--- src/hdl/pfc_pkg.sv ---
// ----------------------------------------------------------------------------
// pfc_pkg
// shared types and constants of the portable file-name checker
// ----------------------------------------------------------------------------
package pfc_pkg;

  localparam int unsigned ByteW   = 8;
  localparam int unsigned CountW  = 9;
  localparam int unsigned StemLenW = 3;
  localparam int unsigned StemW   = 32;

  localparam logic [ByteW-1:0]  MaxNameBytesReset = 8'd255;
  localparam logic [CountW-1:0] CountSat          = 9'd256;

  // one input word as it travels from the input stage to the name tracker
  typedef struct packed {
    logic [ByteW-1:0] name_byte;
    logic             has_byte;
    logic             last;
  } pfc_item_t;

endpackage

--- src/hdl/pfc_name_state.sv ---
// ----------------------------------------------------------------------------
// pfc_name_state
// per-name flags and counters, next-state update and verdict logic
// ----------------------------------------------------------------------------
module pfc_name_state (
  input  logic                           clk_i,
  input  logic                           rst_ni,
  input  pfc_pkg::pfc_item_t             item_i,
  input  logic                           fire_i,
  input  logic [pfc_pkg::ByteW-1:0]      max_name_bytes_i,
  output logic                           safe_o
);

  localparam logic [7:0] ChDot   = 8'h2E;
  localparam logic [7:0] ChSpace = 8'h20;
  localparam logic [7:0] ChDel   = 8'h7F;

  logic [pfc_pkg::CountW-1:0]   count_q, count_d;
  logic                         bad_q, bad_d;
  logic [pfc_pkg::ByteW-1:0]    final_q, final_d;
  logic                         only_dots_q, only_dots_d;
  logic                         dot_seen_q, dot_seen_d;
  logic [pfc_pkg::StemLenW-1:0] stem_len_q, stem_len_d;
  logic [pfc_pkg::StemW-1:0]    stem_q, stem_d;

  function automatic logic forbidden(input logic [7:0] b);
    logic res;
    res = (b < ChSpace) || (b == ChDel) || (b == 8'h2F) || (b == 8'h5C) ||
          (b == 8'h3C) || (b == 8'h3E) || (b == 8'h3A) || (b == 8'h22) ||
          (b == 8'h7C) || (b == 8'h3F) || (b == 8'h2A);
    return res;
  endfunction

  function automatic logic [7:0] fold(input logic [7:0] b);
    logic [7:0] res;
    res = ((b >= 8'h41) && (b <= 8'h5A)) ? (b + 8'h20) : b;
    return res;
  endfunction

  function automatic logic stem_is(input logic [31:0] s, input logic [23:0] w);
    logic res;
    // w holds the word with its first letter in the top byte
    res = (s[7:0] == w[23:16]) && (s[15:8] == w[15:8]) && (s[23:16] == w[7:0]);
    return res;
  endfunction

  function automatic logic device_stem(input logic [2:0] len, input logic [31:0] s);
    logic res;
    res = 1'b0;
    if (len == 3'd3) begin
      res = stem_is(s, "con") || stem_is(s, "prn") || stem_is(s, "aux") ||
            stem_is(s, "nul");
    end else if (len == 3'd4) begin
      res = (stem_is(s, "com") || stem_is(s, "lpt")) &&
            (s[31:24] >= "1") && (s[31:24] <= "9");
    end
    return res;
  endfunction

  // state after taking this word's byte
  always_comb begin
    count_d     = count_q;
    bad_d       = bad_q;
    final_d     = final_q;
    only_dots_d = only_dots_q;
    dot_seen_d  = dot_seen_q;
    stem_len_d  = stem_len_q;
    stem_d      = stem_q;
    if (item_i.has_byte) begin
      if (count_q != pfc_pkg::CountSat) count_d = count_q + 1'b1;
      if (forbidden(item_i.name_byte)) bad_d = 1'b1;
      final_d = item_i.name_byte;
      if (item_i.name_byte != ChDot) only_dots_d = 1'b0;
      if (!dot_seen_q) begin
        if (item_i.name_byte == ChDot) begin
          dot_seen_d = 1'b1;
        end else if (stem_len_q < 3'd5) begin
          if (stem_len_q < 3'd4) begin
            stem_d[{stem_len_q[1:0], 3'b000} +: 8] = fold(item_i.name_byte);
          end
          stem_len_d = stem_len_q + 1'b1;
        end
      end
    end
  end

  // verdict on the name as it stands after this word
  always_comb begin
    safe_o = (count_d != '0) && (count_d <= {1'b0, max_name_bytes_i});
    if (only_dots_d && (count_d <= 9'd2)) safe_o = 1'b0;
    if ((count_d != '0) && ((final_d == ChDot) || (final_d == ChSpace))) safe_o = 1'b0;
    if (bad_d || device_stem(stem_len_d, stem_d)) safe_o = 1'b0;
  end

  // state registers, back to reset values at the end of each name
  always_ff @(posedge clk_i or negedge rst_ni) begin
    if (!rst_ni) begin
      count_q     <= '0;
      bad_q       <= 1'b0;
      final_q     <= '0;
      only_dots_q <= 1'b1;
      dot_seen_q  <= 1'b0;
      stem_len_q  <= '0;
      stem_q      <= '0;
    end else if (fire_i) begin
      if (item_i.last) begin
        count_q     <= '0;
        bad_q       <= 1'b0;
        final_q     <= '0;
        only_dots_q <= 1'b1;
        dot_seen_q  <= 1'b0;
        stem_len_q  <= '0;
        stem_q      <= '0;
      end else begin
        count_q     <= count_d;
        bad_q       <= bad_d;
        final_q     <= final_d;
        only_dots_q <= only_dots_d;
        dot_seen_q  <= dot_seen_d;
        stem_len_q  <= stem_len_d;
        stem_q      <= stem_d;
      end
    end
  end

endmodule

--- src/hdl/portable_filename_checker_top.sv ---
// ----------------------------------------------------------------------------
// portable_filename_checker_top
// checks a file-name component, one byte per word, for windows portability
// ----------------------------------------------------------------------------
//  channel | direction | handshake            | payload
//  in      | input     | in_valid_i/in_stall_o | name_byte_i, has_byte_i, last_i
//  out     | output    | out_valid_o/out_stall_i | safe_o
//  cfg     | input     | cfg_we_i              | cfg_wdata_i (max_name_bytes)
//
//  one word per cycle while no held verdict stalls the input; a name's last
//  word passes the input register, then its verdict the result register
//  reset clears all name state and sets max_name_bytes to 255
//  a held verdict stalls the input stage only when the next word ends a name
// ----------------------------------------------------------------------------
module portable_filename_checker_top (
  input  logic       clk_i,
  input  logic       rst_ni,
  input  logic       in_valid_i,
  output logic       in_stall_o,
  input  logic [7:0] name_byte_i,
  input  logic       has_byte_i,
  input  logic       last_i,
  output logic       out_valid_o,
  input  logic       out_stall_i,
  output logic       safe_o,
  input  logic       cfg_we_i,
  input  logic [7:0] cfg_wdata_i
);

  logic                         s1_valid_q;
  pfc_pkg::pfc_item_t           s1_item_q;
  logic                         s1_fire;
  logic                         in_fire;
  logic                         out_valid_q;
  logic                         safe_q;
  logic                         verdict;
  logic [pfc_pkg::ByteW-1:0]    max_q;

  // stage one moves unless it ends a name while a verdict is held
  assign s1_fire    = s1_valid_q && !(s1_item_q.last && out_valid_q && out_stall_i);
  assign in_stall_o = s1_valid_q && !s1_fire;
  assign in_fire    = in_valid_i && !in_stall_o;

  // length limit register
  always_ff @(posedge clk_i or negedge rst_ni) begin
    if (!rst_ni) begin
      max_q <= pfc_pkg::MaxNameBytesReset;
    end else if (cfg_we_i) begin
      max_q <= cfg_wdata_i;
    end
  end

  // input register
  always_ff @(posedge clk_i or negedge rst_ni) begin
    if (!rst_ni) begin
      s1_valid_q <= 1'b0;
    end else if (!in_stall_o) begin
      s1_valid_q <= in_valid_i;
    end
  end

  always_ff @(posedge clk_i) begin
    if (in_fire) begin
      s1_item_q.name_byte <= name_byte_i;
      s1_item_q.has_byte  <= has_byte_i;
      s1_item_q.last      <= last_i;
    end
  end

  pfc_name_state u_name_state (
    .clk_i            (clk_i),
    .rst_ni           (rst_ni),
    .item_i           (s1_item_q),
    .fire_i           (s1_fire),
    .max_name_bytes_i (max_q),
    .safe_o           (verdict)
  );

  // result register
  always_ff @(posedge clk_i or negedge rst_ni) begin
    if (!rst_ni) begin
      out_valid_q <= 1'b0;
    end else if (s1_fire && s1_item_q.last) begin
      out_valid_q <= 1'b1;
    end else if (!out_stall_i) begin
      out_valid_q <= 1'b0;
    end
  end

  always_ff @(posedge clk_i) begin
    if (s1_fire && s1_item_q.last) begin
      safe_q <= verdict;
    end
  end

  assign out_valid_o = out_valid_q;
  assign safe_o      = safe_q;

endmodule

--- config.mk ---
export PLATFORM = sky130hd
export DESIGN_NAME = portable_filename_checker_top
export DESIGN_NICKNAME = d
export VERILOG_FILES = /design/src/hdl/pfc_pkg.sv /design/src/hdl/pfc_name_state.sv /design/src/hdl/portable_filename_checker_top.sv
export SDC_FILE = /design/constraint.sdc
export NUM_CORES = 1
export LEC_CHECK = 0
export BUFFER_PORTS_ARGS = -buffer_cell sky130_fd_sc_hd__buf_2
export CAP_MARGIN = 20
export CORE_UTILIZATION = 54
export DETAILED_ROUTE_END_ITERATION = 8
export GPL_ROUTABILITY_DRIVEN = 0
export HOLD_SLACK_MARGIN = 0.1
export PLACE_DENSITY = 0.79
export SYNTH_ARGS = -nofsm -noshare
export SYNTH_HDL_FRONTEND = slang
export SYNTH_SLANG_ARGS = --single-unit
--- constraint.sdc ---
create_clock -name clk_i -period 3.8 [get_ports clk_i]
set_input_delay 0.76 -clock clk_i [delete_from_list [all_inputs] [get_ports clk_i]]
set_output_delay 0.76 -clock clk_i [all_outputs]
set_load 0.005 [all_outputs]
==> flow_summary.json <==
{
  "post_cts_resize_count": 0,
  "hold_viol": 0,
  "area_growth_pct": 9.65,
  "hp-class": "primary input to async pin",
  "crit_family": "compound AO/OA/AOI/OAI gates",
  "hold_ws_ps": 398,
  "multi_input_area_um2": 2470,
  "yosys.cell_types.count": 64,
  "yosysMostFrequentCell": "nand2_1",
  "cts_buffers": 9,
  "crit_buf_inv": 0,
  "top_layer": "met4",
  "gr-usage-all-layers_pct": 28.7,
  "grt_max_degree": 40,
  "seqCellArea_um2": 1970,
  "synthFlopType": "dfrtp_1",
  "synthMuxAreaShare_pct": 2.63,
  "max_stage_delay_ps": 550,
  "finalMaxSlewViolations": 0,
  "antenna_found_initial": 0,
  "met1_length_mm": 5.28,
  "crit_type": "flop to flop",
  "irDropWorstVdd_v": 0.000258,
  "hold_buffers": 0,
  "maxCapViolations": 0,
  "synth-edff-count": 11,
  "boundaryPins": 26,
  "required_ps": 4020,
  "grt_pass1_vias": 3850,
  "outcome": "finished, final reports clean",
  "power_density_nw_per_um2": 411,
  "critPathLaunchType": "flop",
  "p_leak_nw": 2.15,
  "worstReg2RegEnd": "safe_o",
  "routed_via_density": 6.36,
  "cp.arrival_ps": 3680,
  "via_count": 4179,
  "n_antenna_cell": 0,
  "clk_latency_ps": 370,
  "coreArea_um2": 8300,
  "wl_mm": 11.9,
  "clkTransAtPathRegs_ps": 90,
  "wl_met2_mm": 5.56,
  "io_buffers": 25,
  "synthXorXnorAreaFrac_pct": 1.31,
  "clock-root-buffer": "clkbuf_8",
  "r2r_setup_slack_ps": 340,
  "firstDrtPassIters": 5,
  "drc_errors": 0,
  "ys_seq_elements": 76,
  "dieWidth_um": 95.0,
  "drt_iter0_drc": 428,
  "synth-compound-area-share_pct": 22.3,
  "die_height_um": 95.0,
  "yosys.area_share.simple_pct": 22.0,
  "dp_hpwl_mm": 8.72,
  "syn_avg_cell_area_um2": 8.90,
  "tightest_slew_ps": 856,
  "fillers": 688,
  "finalCriticalPeriod_ps": 3460,
  "worstSetupEndpointType": "flop",
  "start_util_pct": 56.2,
  "yosys.area.top_type": "dfrtp_1",
  "cts_tree": "done",
  "die_area_um2": 9020,
  "synth.area.top_cells": "dfrtp_1 30%, edfxtp_1 7.1%, o21ai_0 6.9%",
  "clockBufferDepth": 2,
  "crit_path_max_fanout": 8,
  "ant_nets": 0,
  "cts_sinks": 76,
  "synthAdderAreaFrac_pct": 4.56,
  "finClkSkew_ps": 16.1,
  "num_rows": 33,
  "crit_path_top_delay_cell": "or4_4",
  "reg2reg_from": "u_name_state.count_q[2]",
  "wl_met3_um": 794,
  "synth_top_family_by_area": "compound AO/OA/AOI/OAI gates",
  "fin_nets": 587,
  "yosysSeqAreaShare_pct": 42.2,
  "grt_pass1_wl_mm": 19.5,
  "yosys-top-cells-count": "69 x nand2_1, 64 x o21ai_0, 56 x dfrtp_1, 27 x inv_1, 21 x nor2_1",
  "syn_inst": 524,
  "synth_nets": 564,
  "async_flop_share_pct": 85.5,
  "synth_area_um2": 4670,
  "grt.overflow.total": 0,
  "ys_warn_count": 0,
  "finalSetupTns_ps": 0,
  "yosysTopAreaCellShare_pct": 30.0,
  "fmax_mhz": 289,
  "drive_above_1_share_pct": 14.1,
  "setup_viol": 0,
  "max_slew_margin_pct": 42.8,
  "grt_setup_unrepaired": "no",
  "post_cts_buffers": 0,
  "crit_chain": "or4_4, o41ai_4, o21ai_0, ha_1, o21ai_0, nand2b_1, a2111oi_0, o31ai_1, a211o_1, a211o_1, a21oi_2",
  "period_share_pct": 91.2,
  "r2r_cells": 11,
  "cts_htree_levels": 3,
  "wl_per_cell_um": 18.1,
  "fin_util_pct": 61.6
}
## layout make-up
type	count	share of cell area, %
Clock inverter	6	1.25
Tap cell	105	2.57
Inverter	28	2.05
Clock buffer	10	2.49
Timing Repair Buffer	42	4.94
Multi-Input combinational cell	390	48.2
Sequential cell	76	38.5
## report_power, final
| part | switching, mW | internal (mW) | leakage [nW] |
|---|---|---|---|
| registers | 0.0755 | 0.900 | 0.965 |
| logic | 0.305 | 0.205 | 1.09 |
| clock network | 0.315 | 0.304 | 0.0943 |
| total | 0.695 | 1.41 | 2.15 |
## kinds of logic after synthesis
kind of cell,after synthesis
mux,12
flops,76
fa+ha+maj,17
simple gates,199
buf+inv,58
compound gates,155
xor+xnor,7
## per-layer routing
layer,vias to the layer above,global-route usage (%)
li1,1972,-
met1,1993,40.3
met2,188,44.6
met3,26,4.43
met4,0,11.2
met5,-,0
## through the flow
stage	area, µm²	instances	worst slack (ps)	total power [mW]
floorplan	4670	524	719	1.33
global placement	4920	641	563	1.47
finish	5120	657	335	2.10
CTS	5120	657	333	2.10
global route	5120	657	163	2.21
detailed placement	4920	641	383	1.48
## state kept, by name, indices dropped and copies added (netlist names)
register	flops
u_name_state.stem_q	32
s1_item_q	10
u_name_state.count_q	9
max_q	8
u_name_state.final_q	8
u_name_state.stem_len_q	3
out_valid_o	1
s1_valid_q	1
safe_o	1
u_name_state.bad_q	1
u_name_state.dot_seen_q	1
u_name_state.only_dots_q	1
## worst register-to-register path: cells and delay by family (launching register included)
family,cells,cell delay (ps)
AOI/OAI and AO/OA,8,1910
and+or+nand+nor,2,620
adders and majority gates,1,320
DFF,1,460
## how the worst max path moves through the flow
stage | from | end | slack, ps | cells past startpoint
floorplan | u_name_state.count_q[2] | safe_o | 720 | 11
global placement | u_name_state.count_q[2] | safe_o | 560 | 11
detailed placement | u_name_state.count_q[2] | safe_o | 380 | 11
CTS | u_name_state.count_q[2] | safe_o | 330 | 11
global route | u_name_state.count_q[2] | safe_o | 160 | 11
finish | u_name_state.count_q[2] | safe_o | 340 | 11
## layout by cell type, fill, tap and decap left out, drive strengths merged, types with 7 or more instances in the layout
cell    netlist  routed
a21oi        21      21
a22o          8       8
a22oi        12      12
buf          11      42
clkbuf       19      10
dfrtp        56      56
dfstp         9       9
edfxtp       11      11
ha           17      17
inv          27      28
mux2i        10      10
nand2        69      69
nand2b        8       8
nand3        15      15
nand3b        7       7
nand4        12      12
nor2         21      21
nor2b        10      10
nor3         17      17
o21ai        64      64
xnor2         7       7
(Power assumes the default switching activity.)
